## config.mk

```make
export PLATFORM = sky130hd
export DESIGN_NAME = arc_polyline_tessellator_core
export DESIGN_NICKNAME = d
export VERILOG_FILES = /design/src/design/apt_pkg.sv /design/src/design/apt_cordic.sv /design/src/design/arc_polyline_tessellator_core.sv
export SDC_FILE = /design/constraint.sdc
export NUM_CORES = 2
export LEC_CHECK = 0
export ABC_AREA = 1
export BUFFER_PORTS_ARGS = -buffer_cell sky130_fd_sc_hd__buf_2
export CORE_ASPECT_RATIO = 0.5
export CORE_MARGIN = 4
export CORE_UTILIZATION = 36
export CTS_BUF_LIST = sky130_fd_sc_hd__clkbuf_8
export DETAILED_ROUTE_END_ITERATION = 12
export HOLD_SLACK_MARGIN = 0.1
export PLACE_DENSITY = 0.49
export RECOVER_POWER = 50
export SLEW_MARGIN = 20
export SYNTH_ARGS = -nofsm -noshare
export SYNTH_HDL_FRONTEND = slang
export SYNTH_SLANG_ARGS = --single-unit
```

## constraint.sdc

```tcl
create_clock -name i_clk -period 20.1 [get_ports i_clk]
set_clock_uncertainty 0.1 [all_clocks]
set_input_delay 6.03 -clock i_clk [delete_from_list [all_inputs] [get_ports i_clk]]
set_output_delay 6.03 -clock i_clk [all_outputs]
set_load 0.005 [all_outputs]
```

## src/design/apt_pkg.sv

```systemverilog
// Shared types and constants for the arc polyline tessellator.
// Holds the sequencer states, the CORDIC handshake structs and the angle table.
// No dependencies.
`default_nettype none
package apt_pkg;

    typedef enum logic [3:0] {
        S_IDLE,
        S_VEC0,
        S_VEC1,
        S_SWEEP,
        S_MUL,
        S_RND,
        S_DIV,
        S_ROT,
        S_ROTWAIT,
        S_EMIT,
        S_FLUSH
    } t_state;

    typedef struct packed {
        logic start;
        logic vectoring;
    } t_cordic_req;

    typedef struct packed {
        logic done;
    } t_cordic_rsp;

    // Edge opcodes.
    localparam logic OP_LINE = 1'b0;
    localparam logic OP_ARC  = 1'b1;

    // Inverse CORDIC gain, 32 fraction bits.
    localparam logic [31:0] KINV = 32'd2608131496;
    localparam int GUARD_BITS = 8;
    localparam int TABLE_LEN = 24;

    // atan(2^-i) in 32-bit fractions of a turn, rounded.
    function automatic logic [31:0] atan_turn(input logic [4:0] idx);
        logic [31:0] v;
        case (idx)
            5'd0:    v = 32'd536870912;
            5'd1:    v = 32'd316933406;
            5'd2:    v = 32'd167458907;
            5'd3:    v = 32'd85004756;
            5'd4:    v = 32'd42667331;
            5'd5:    v = 32'd21354465;
            5'd6:    v = 32'd10679838;
            5'd7:    v = 32'd5340245;
            5'd8:    v = 32'd2670163;
            5'd9:    v = 32'd1335087;
            5'd10:   v = 32'd667544;
            5'd11:   v = 32'd333772;
            5'd12:   v = 32'd166886;
            5'd13:   v = 32'd83443;
            5'd14:   v = 32'd41722;
            5'd15:   v = 32'd20861;
            5'd16:   v = 32'd10430;
            5'd17:   v = 32'd5215;
            5'd18:   v = 32'd2608;
            5'd19:   v = 32'd1304;
            5'd20:   v = 32'd652;
            5'd21:   v = 32'd326;
            5'd22:   v = 32'd163;
            5'd23:   v = 32'd81;
            default: v = 32'd0;
        endcase
        return v;
    endfunction

endpackage
`default_nettype wire

```

## src/design/apt_cordic.sv

```systemverilog
// Iterative CORDIC unit, one micro-rotation per clock, vectoring or rotation.
// Depends on apt_pkg for the angle table and the request/response structs.
`default_nettype none
module apt_cordic #(
    parameter int DW    = 36,
    parameter int STEPS = 16
) (
    input  wire                     i_clk,
    input  wire                     i_rst_n,
    input  apt_pkg::t_cordic_req    i_req,
    input  wire  signed [DW-1:0]    i_x,
    input  wire  signed [DW-1:0]    i_y,
    input  wire         [31:0]      i_z,
    output apt_pkg::t_cordic_rsp    o_rsp,
    output logic signed [DW-1:0]    o_x,
    output logic signed [DW-1:0]    o_y,
    output logic        [31:0]      o_z
);

    localparam int NSTEP = (STEPS < apt_pkg::TABLE_LEN) ? STEPS : apt_pkg::TABLE_LEN;
    localparam int IW    = $clog2(NSTEP + 1);

    logic signed [DW-1:0] r_x, n_x, r_y, n_y;
    logic signed [33:0]   r_z, n_z;
    logic [IW-1:0]        r_i, n_i;
    logic                 r_busy, n_busy, r_done, n_done, r_vec, n_vec;

    logic signed [DW-1:0] w_xs, w_ys;
    logic signed [33:0]   w_atan, w_zs;
    logic                 w_ccw;

    assign w_xs   = r_x >>> r_i;
    assign w_ys   = r_y >>> r_i;
    assign w_atan = $signed({2'b00, apt_pkg::atan_turn(5'(r_i))});
    // Counter-clockwise micro-rotation drives y up in vectoring and z down in rotation.
    assign w_ccw  = r_vec ? r_y[DW-1] : ~r_z[33];
    assign w_zs   = $signed({{2{i_z[31]}}, i_z});

    always_comb begin
        n_x    = r_x;
        n_y    = r_y;
        n_z    = r_z;
        n_i    = r_i;
        n_busy = r_busy;
        n_vec  = r_vec;
        n_done = 1'b0;
        if (i_req.start) begin
            n_busy = 1'b1;
            n_i    = '0;
            n_vec  = i_req.vectoring;
            n_y    = i_y;
            n_x    = i_x;
            if (i_req.vectoring) begin
                n_z = 34'sd0;
                if (i_x[DW-1]) begin
                    n_x = -i_x;
                    n_y = -i_y;
                    n_z = 34'sh0_8000_0000;
                end
            end else begin
                n_z = w_zs;
                if (w_zs > 34'sd1073741824) begin
                    n_z = w_zs - 34'sd2147483648;
                    n_x = -i_x;
                end else if (w_zs < -34'sd1073741824) begin
                    n_z = w_zs + 34'sd2147483648;
                    n_x = -i_x;
                end
            end
        end else if (r_busy) begin
            if (w_ccw) begin
                n_x = r_x - w_ys;
                n_y = r_y + w_xs;
                n_z = r_z - w_atan;
            end else begin
                n_x = r_x + w_ys;
                n_y = r_y - w_xs;
                n_z = r_z + w_atan;
            end
            n_i = r_i + 1'b1;
            if (r_i == IW'(NSTEP - 1)) begin
                n_busy = 1'b0;
                n_done = 1'b1;
            end
        end
    end

    always_ff @(posedge i_clk) begin
        if (!i_rst_n) begin
            r_busy <= 1'b0;
            r_done <= 1'b0;
        end else begin
            r_busy <= n_busy;
            r_done <= n_done;
        end
        r_x   <= n_x;
        r_y   <= n_y;
        r_z   <= n_z;
        r_i   <= n_i;
        r_vec <= n_vec;
    end

    assign o_rsp.done = r_done;
    assign o_x        = r_x;
    assign o_y        = r_y;
    assign o_z        = r_z[31:0];

endmodule
`default_nettype wire

```

## src/design/arc_polyline_tessellator_core.sv

```systemverilog
// Top level of the arc polyline tessellator: input capture, sequencer,
// serial multiplier and divider, duplicate filter and output register.
// Depends on apt_pkg and apt_cordic.
//
// Each input transfer is one polyline edge; the block drops s_tready until all
// points of that edge have been handed to the output register. An arc edge
// runs two vectorings on the single shared CORDIC unit (one when the end point
// sits on the center), then bit-serial gain correction, a division for the
// segment step and one CORDIC rotation per point. Output backpressure stalls
// the emission of points. Points are delayed by one so that the final
// emitted point can carry tlast.
`default_nettype none
module arc_polyline_tessellator_core #(
    parameter int COORD_WIDTH  = 24,
    parameter int CORDIC_STEPS = 16
) (
    input  wire                                       i_clk,
    input  wire                                       i_rst_n,
    input  wire                                       i_s_tvalid,
    output logic                                      o_s_tready,
    // center_x, center_y, start_x, start_y, end_x, end_y, zero fill
    input  wire  [((6*COORD_WIDTH+7)/8)*8-1:0]         i_s_tdata,
    // opcode, new_polyline, full_circle
    input  wire  [2:0]                                i_s_tuser,
    output logic                                      o_m_tvalid,
    input  wire                                       i_m_tready,
    // point_x, point_y, zero fill
    output logic [((2*COORD_WIDTH+7)/8)*8-1:0]         o_m_tdata,
    output logic                                      o_m_tlast
);

    localparam int CW  = COORD_WIDTH;
    localparam int DW  = CW + 12;
    localparam int PW  = DW + 32;
    localparam int OWD = ((2*CW+7)/8)*8;
    localparam int SH1 = 32 + apt_pkg::GUARD_BITS;
    localparam int SH2 = 32 - apt_pkg::GUARD_BITS;
    localparam logic signed [DW-1:0] C_MAX = DW'((64'sd1 <<< (CW-1)) - 64'sd1);
    localparam logic signed [DW-1:0] C_MIN = -C_MAX - DW'(1);

    apt_pkg::t_state r_state, n_state;

    logic signed [CW-1:0] r_cx, n_cx, r_cy, n_cy;
    logic signed [CW-1:0] r_ex, n_ex, r_ey, n_ey;
    logic signed [CW-1:0] r_cand_x, n_cand_x, r_cand_y, n_cand_y;
    logic signed [CW-1:0] r_pend_x, n_pend_x, r_pend_y, n_pend_y;
    logic signed [CW-1:0] r_prev_x, n_prev_x, r_prev_y, n_prev_y;
    logic signed [CW-1:0] r_out_x, n_out_x, r_out_y, n_out_y;
    logic r_line, n_line, r_single, n_single, r_full, n_full, r_pass, n_pass;
    logic r_pend_v, n_pend_v, r_prev_v, n_prev_v, r_out_v, n_out_v, r_out_last, n_out_last;
    logic [15:0]   r_a0, n_a0;
    logic [16:0]   r_a1, n_a1, r_sweep, n_sweep, r_q, n_q, r_off, n_off;
    logic [DW-1:0] r_mulin, n_mulin, r_x0, n_x0;
    logic [PW-1:0] r_acc, n_acc;
    logic [4:0]    r_cnt, n_cnt;
    logic [5:0]    r_segs, n_segs, r_rem, n_rem, r_k, n_k;
    logic [6:0]    r_t, n_t;

    apt_pkg::t_cordic_req c_req;
    apt_pkg::t_cordic_rsp c_rsp;
    logic signed [DW-1:0] c_x, c_y, c_ox, c_oy;
    logic        [31:0]   c_z, c_oz;

    logic signed [CW-1:0] w_icx, w_icy, w_isx, w_isy;
    logic                 w_accept, w_slot, w_dup;
    logic [31:0]          w_zr;
    logic [16:0]          w_a0e, w_a1adj, w_sw;
    logic [17:0]          w_sg;
    logic [PW-1:0]        w_rnd;
    logic [6:0]           w_rem2, w_d2;
    logic [7:0]           w_tsum;
    logic signed [DW-1:0] w_ox, w_oy, w_px, w_py;

    assign w_icx = i_s_tdata[0*CW +: CW];
    assign w_icy = i_s_tdata[1*CW +: CW];
    assign w_isx = i_s_tdata[2*CW +: CW];
    assign w_isy = i_s_tdata[3*CW +: CW];

    assign o_s_tready = (r_state == apt_pkg::S_IDLE);
    assign w_accept   = i_s_tvalid && o_s_tready;
    assign w_slot     = !r_out_v || i_m_tready;
    assign w_dup      = r_prev_v && (r_cand_x == r_prev_x) && (r_cand_y == r_prev_y);

    assign w_zr    = c_oz + 32'h0000_8000;
    assign w_a0e   = {1'b0, r_a0};
    assign w_a1adj = (r_a1 <= w_a0e) ? (r_a1 + 17'h10000) : r_a1;
    assign w_sw    = r_full ? 17'h10000 : (w_a1adj - w_a0e);
    assign w_sg    = (18'(w_sw) + 18'd2047) >> 11;
    assign w_rnd   = r_acc + (PW'(1) << ((r_pass ? SH2 : SH1) - 1));
    assign w_rem2  = {r_rem, r_sweep[5'd16 - r_cnt]};
    assign w_d2    = {r_segs, 1'b0};
    assign w_tsum  = {1'b0, r_t} + {1'b0, r_rem, 1'b0};

    // Rotated offset rounded off its 8 fraction bits to an integer, then moved to the center.
    assign w_ox = (c_ox + DW'(128)) >>> apt_pkg::GUARD_BITS;
    assign w_oy = (c_oy + DW'(128)) >>> apt_pkg::GUARD_BITS;
    assign w_px = DW'(r_cx) + w_ox;
    assign w_py = DW'(r_cy) + w_oy;

    always_comb begin
        n_state = r_state;
        n_cx = r_cx; n_cy = r_cy; n_ex = r_ex; n_ey = r_ey;
        n_cand_x = r_cand_x; n_cand_y = r_cand_y;
        n_pend_x = r_pend_x; n_pend_y = r_pend_y; n_pend_v = r_pend_v;
        n_prev_x = r_prev_x; n_prev_y = r_prev_y; n_prev_v = r_prev_v;
        n_out_x = r_out_x; n_out_y = r_out_y; n_out_last = r_out_last;
        n_out_v = r_out_v && !i_m_tready;
        n_line = r_line; n_single = r_single; n_full = r_full; n_pass = r_pass;
        n_a0 = r_a0; n_a1 = r_a1; n_sweep = r_sweep; n_q = r_q; n_off = r_off;
        n_mulin = r_mulin; n_x0 = r_x0; n_acc = r_acc; n_cnt = r_cnt;
        n_segs = r_segs; n_rem = r_rem; n_k = r_k; n_t = r_t;
        c_req.start     = 1'b0;
        c_req.vectoring = 1'b1;
        c_x = (DW'(r_ex) - DW'(r_cx)) <<< apt_pkg::GUARD_BITS;
        c_y = (DW'(r_ey) - DW'(r_cy)) <<< apt_pkg::GUARD_BITS;
        c_z = {r_a0 + r_off[15:0], 16'h0000};

        case (r_state)
            apt_pkg::S_IDLE: begin
                if (w_accept) begin
                    n_cx = w_icx; n_cy = w_icy;
                    n_ex = i_s_tdata[4*CW +: CW];
                    n_ey = i_s_tdata[5*CW +: CW];
                    n_full   = i_s_tuser[2];
                    n_line   = (i_s_tuser[0] == apt_pkg::OP_LINE);
                    n_single = (w_isx == w_icx) && (w_isy == w_icy);
                    n_k      = '0;
                    n_cand_x = w_isx;
                    n_cand_y = w_isy;
                    if (i_s_tuser[1]) begin
                        n_prev_v = 1'b0;
                    end
                    if ((i_s_tuser[0] == apt_pkg::OP_LINE) ||
                        ((w_isx == w_icx) && (w_isy == w_icy))) begin
                        n_state = apt_pkg::S_EMIT;
                    end else begin
                        c_req.start = 1'b1;
                        c_x = (DW'(w_isx) - DW'(w_icx)) <<< apt_pkg::GUARD_BITS;
                        c_y = (DW'(w_isy) - DW'(w_icy)) <<< apt_pkg::GUARD_BITS;
                        n_state = apt_pkg::S_VEC0;
                    end
                end
            end
            apt_pkg::S_VEC0: begin
                if (c_rsp.done) begin
                    n_a0    = w_zr[31:16];
                    n_mulin = c_ox;
                    if ((r_ex == r_cx) && (r_ey == r_cy)) begin
                        // End point on the center: end angle is zero.
                        n_a1    = '0;
                        n_state = apt_pkg::S_SWEEP;
                    end else begin
                        c_req.start = 1'b1;
                        n_state     = apt_pkg::S_VEC1;
                    end
                end
            end
            apt_pkg::S_VEC1: begin
                if (c_rsp.done) begin
                    n_a1    = {1'b0, w_zr[31:16]};
                    n_state = apt_pkg::S_SWEEP;
                end
            end
            apt_pkg::S_SWEEP: begin
                n_sweep = w_sw;
                n_segs  = (w_sg < 18'd4) ? 6'd4 : 6'(w_sg);
                n_acc   = '0;
                n_cnt   = '0;
                n_pass  = 1'b0;
                n_state = apt_pkg::S_MUL;
            end
            apt_pkg::S_MUL: begin
                // Shift-and-add over the gain constant, most significant bit first.
                n_acc = (r_acc << 1) + (apt_pkg::KINV[5'd31 - r_cnt] ? PW'(r_mulin) : PW'(0));
                n_cnt = r_cnt + 5'd1;
                if (r_cnt == 5'd31) begin
                    n_state = apt_pkg::S_RND;
                end
            end
            apt_pkg::S_RND: begin
                n_cnt = '0;
                if (!r_pass) begin
                    n_mulin = DW'(w_rnd >> SH1);
                    n_acc   = '0;
                    n_pass  = 1'b1;
                    n_state = apt_pkg::S_MUL;
                end else begin
                    n_x0    = DW'(w_rnd >> SH2);
                    n_rem   = '0;
                    n_q     = '0;
                    n_state = apt_pkg::S_DIV;
                end
            end
            apt_pkg::S_DIV: begin
                // Restoring division of the sweep by the segment count.
                if (w_rem2 >= {1'b0, r_segs}) begin
                    n_rem = 6'(w_rem2 - {1'b0, r_segs});
                    n_q   = {r_q[15:0], 1'b1};
                end else begin
                    n_rem = 6'(w_rem2);
                    n_q   = {r_q[15:0], 1'b0};
                end
                n_cnt = r_cnt + 5'd1;
                if (r_cnt == 5'd16) begin
                    n_off   = '0;
                    n_t     = {1'b0, r_segs};
                    n_state = apt_pkg::S_ROT;
                end
            end
            apt_pkg::S_ROT: begin
                c_req.start     = 1'b1;
                c_req.vectoring = 1'b0;
                c_x     = r_x0;
                c_y     = '0;
                n_state = apt_pkg::S_ROTWAIT;
            end
            apt_pkg::S_ROTWAIT: begin
                if (c_rsp.done) begin
                    n_cand_x = (w_px > C_MAX) ? CW'(C_MAX) :
                               ((w_px < C_MIN) ? CW'(C_MIN) : CW'(w_px));
                    n_cand_y = (w_py > C_MAX) ? CW'(C_MAX) :
                               ((w_py < C_MIN) ? CW'(C_MIN) : CW'(w_py));
                    // Step the angle offset by sweep/segs with exact rounding carry.
                    if (w_tsum >= {1'b0, w_d2}) begin
                        n_t   = 7'(w_tsum - {1'b0, w_d2});
                        n_off = r_off + r_q + 17'd1;
                    end else begin
                        n_t   = 7'(w_tsum);
                        n_off = r_off + r_q;
                    end
                    n_state = apt_pkg::S_EMIT;
                end
            end
            apt_pkg::S_EMIT: begin
                if (w_dup || !r_pend_v || w_slot) begin
                    if (!w_dup) begin
                        if (r_pend_v) begin
                            n_out_v    = 1'b1;
                            n_out_x    = r_pend_x;
                            n_out_y    = r_pend_y;
                            n_out_last = 1'b0;
                        end
                        n_pend_v = 1'b1;
                        n_pend_x = r_cand_x;
                        n_pend_y = r_cand_y;
                        n_prev_v = 1'b1;
                        n_prev_x = r_cand_x;
                        n_prev_y = r_cand_y;
                    end
                    if (r_line && (r_k == 6'd0)) begin
                        n_cand_x = r_ex;
                        n_cand_y = r_ey;
                        n_k      = 6'd1;
                    end else if (!r_line && !r_single && (r_k < r_segs)) begin
                        n_k     = r_k + 6'd1;
                        n_state = apt_pkg::S_ROT;
                    end else begin
                        n_state = apt_pkg::S_FLUSH;
                    end
                end
            end
            apt_pkg::S_FLUSH: begin
                if (!r_pend_v) begin
                    n_state = apt_pkg::S_IDLE;
                end else if (w_slot) begin
                    n_out_v    = 1'b1;
                    n_out_x    = r_pend_x;
                    n_out_y    = r_pend_y;
                    n_out_last = 1'b1;
                    n_pend_v   = 1'b0;
                    n_state    = apt_pkg::S_IDLE;
                end
            end
            default: begin
                n_state = apt_pkg::S_IDLE;
            end
        endcase
    end

    always_ff @(posedge i_clk) begin
        if (!i_rst_n) begin
            r_state  <= apt_pkg::S_IDLE;
            r_pend_v <= 1'b0;
            r_prev_v <= 1'b0;
            r_prev_x <= '0;
            r_prev_y <= '0;
            r_out_v  <= 1'b0;
        end else begin
            r_state  <= n_state;
            r_pend_v <= n_pend_v;
            r_prev_v <= n_prev_v;
            r_prev_x <= n_prev_x;
            r_prev_y <= n_prev_y;
            r_out_v  <= n_out_v;
        end
        r_cx <= n_cx; r_cy <= n_cy; r_ex <= n_ex; r_ey <= n_ey;
        r_cand_x <= n_cand_x; r_cand_y <= n_cand_y;
        r_pend_x <= n_pend_x; r_pend_y <= n_pend_y;
        r_out_x <= n_out_x; r_out_y <= n_out_y; r_out_last <= n_out_last;
        r_line <= n_line; r_single <= n_single; r_full <= n_full; r_pass <= n_pass;
        r_a0 <= n_a0; r_a1 <= n_a1; r_sweep <= n_sweep; r_q <= n_q; r_off <= n_off;
        r_mulin <= n_mulin; r_x0 <= n_x0; r_acc <= n_acc; r_cnt <= n_cnt;
        r_segs <= n_segs; r_rem <= n_rem; r_k <= n_k; r_t <= n_t;
    end

    apt_cordic #(
        .DW    (DW),
        .STEPS (CORDIC_STEPS)
    ) u_cordic (
        .i_clk   (i_clk),
        .i_rst_n (i_rst_n),
        .i_req   (c_req),
        .i_x     (c_x),
        .i_y     (c_y),
        .i_z     (c_z),
        .o_rsp   (c_rsp),
        .o_x     (c_ox),
        .o_y     (c_oy),
        .o_z     (c_oz)
    );

    assign o_m_tvalid = r_out_v;
    assign o_m_tdata  = OWD'({r_out_y, r_out_x});
    assign o_m_tlast  = r_out_last;

endmodule
`default_nettype wire

```

==> metrics.yaml <==
status: "complete, but fails checks"
violations: "capacitance limit, slew limit"
fp.dieW_um: 585
slowest_stage: "clkbuf_1"
maxSlewViolCount: 458
max_cap_violations: 11
ys_types: 72
worst_slew_pin_slew_ps: 4210
core_um2: 165000
place_congestion: 0.977
worstSetupPathType: "reg -> reg"
max_stage_delay_ps: 2920
grt_max_degree: 117
synthArstFlopShare_pct: 0
hp-class: "reg -> reg"
cts_num_sinks: 695
crit_chain: "clkbuf_1 > nor2_1 > inv_1 > nor2_4 > clkbuf_1 > inv_1 > clkbuf_1 > nor2_4 > clkbuf_1 > inv_1 > o21ai_0 > inv_2 > clkbuf_1"
yosysSeqAreaShare_pct: 33.3
syn_inst: 8491
worstPathRequired_ps: 20290
critPathTopFamily: "buffers and inverters"
fin_tns_setup_ps: 0
drt_iter0_drc: 5901
start_util_pct: 36.4
startpoint_type: "flop"
io_pins: 202
post_cts_resized: 0
vias: 58000
synth_area_um2: 59900
grt-ovfl-total: 0
synth_nets: 9057
yosys_warnings: 0
grt_setup_unrepaired: "no"
ys_ff_latch: 695
cts.path.max_buffers: 3
routed_wl_mm: 242
synth_ff_type: "edfxtp_1"
cts_hold_buffers: 0
die_height_um: 296
antenna_found_initial: 18
grt_pass1_wl_mm: 354
slew_headroom_pct: -181
clk_latency_ps: 890
synth_area_per_cell_um2: 7.05
syn_to_final_growth_pct: 8.94
timing.final.crit_share_pct: 56.7
worst-path-buf-inv: 9
dp_hpwl_mm: 196
max_freq_ghz: 0.0877
die_area_um2: 173000
firstDrtPassIters: 7
wire_per_inst_um: 22.1
mostFrequentLayoutCell: "nand2_1"
final_nets: 9215
finalHoldViolations: 0
cts_buffers: 111
cts_tree: "yes"
synth_edf_count: 603
worst_setup_path_end_kind: "flop"
grt.total_usage_pct: 27.1
setup_violations: 0
drive_gt1_share_pct: 5.78
cp_common_cell: "clkbuf_1"
ant_nets: 0
viasPerCell: 5.30
cp.arrival_ps: 11590
port_buffers: 201
cts_max_level: 3
drc: 0
worst-path-max-fanout: 68
clk_root_buffer_cell: "clkbuf_8"
final_cell_mix: "2189 x nand2_1, 1170 x inv_1, 802 x nor2_1"
finalCriticalPeriod_ps: 11400
num_rows: 105
grt_pass1_vias: 54300
clk_pin_slew_ps: 90
cts_setup_buffers: 0
registers in the layout, indices dropped and copies added (netlist names), 30 cells and up:
signal	cells
r_mulin	36
u_cordic.o_y	36
u_cordic.r_z	34
r_x0	36
r_acc	68
u_cordic.o_x	36
u_cordic.w_atan	30
path summary, 6_finish.rpt:
kind | start | endpoint | slack, ps | cells past startpoint
worst min-delay path | r_pend_x[20] | r_out_x[20] | 290 | 0
worst max-delay path | r_state[1] | r_acc[30] | 8700 | 13
worst max register to register | r_state[1] | r_acc[30] | 8700 | 13
worst min register to register | r_pend_x[20] | r_out_x[20] | 290 | 0
area by class of cell:
cell class | instances | area [um^2]
fill | 17700 | 99400
clock inverter | 88 | 648
clock buffer | 117 | 1610
sequential | 695 | 20000
antenna | 5 | 12.5
inverter | 1176 | 4420
timing repair buffer | 251 | 1260
tap | 2193 | 2740
multi-input combinational | 6414 | 34600
worst register-to-register path: cells and delay by family, from the launching register on:
family | cells | cell delay [ps]
simple gates | 3 | 220
compound gates | 1 | 230
flops | 1 | 310
buf+inv | 9 | 9910
logic make-up after synthesis:
| family | Yosys count | share of synthesized area, % |
|---|---|---|
| xor+xnor | 412 | 6.02 |
| flops | 695 | 33.3 |
| fa+ha+maj | 415 | 8.87 |
| mux | 6 | 0.100 |
| buf+inv | 1382 | 8.99 |
| simple gates | 3979 | 28.0 |
| compound gates | 1602 | 14.7 |
per-layer routing:
metal	vias up	wire length [um]	global-route usage, %
met5	-	55	0
met4	8	6190	6.34
met3	305	18200	3.85
met2	1943	106000	43.4
met1	27200	111000	38.7
li1	28600	-	-
cells in the mapped netlist (35+ instances only):
cell type  instances  area (um^2)
xor2_1           275         2410
nor2_1           801         3010
nand3_1          501         2510
a21oi_1          611         3060
xnor2_1          137         1200
nor3_1           145          726
nand2_1         2190         8220
a31oi_1           44          275
ha_1             399         4990
o21ai_0          574         2870
nor4_1            49          307
clkbuf_1         113          424
nand3b_1          35          263
buf_2             46          230
edfxtp_1         603        18100
nand4_1          112          701
o21ai_1          116          581
dfxtp_1           92         1840
o211ai_1          41          308
o21a_1            47          353
inv_1           1154         4330
stage by stage:
stage / hold slack (ps) / instance area (um^2) / setup slack, ps / instances / utilization, %
3_3_place_gp: 302 / 63200 / 8900 / 10700 / 38.4
5_1_grt: 322 / 65200 / 7890 / 10900 / 39.6
3_5_place_dp: 305 / 63200 / 8830 / 10700 / 38.4
6_report: 290 / 65300 / 8700 / 10900 / 39.6
4_1_cts: 292 / 65400 / 9710 / 10900 / 39.7
2_1_floorplan: 300 / 59900 / 8960 / 8491 / -
Power is left out: the tool's default activity adds up to more than one toggle a clock period on the data nets, which glitch-free logic cannot reach.
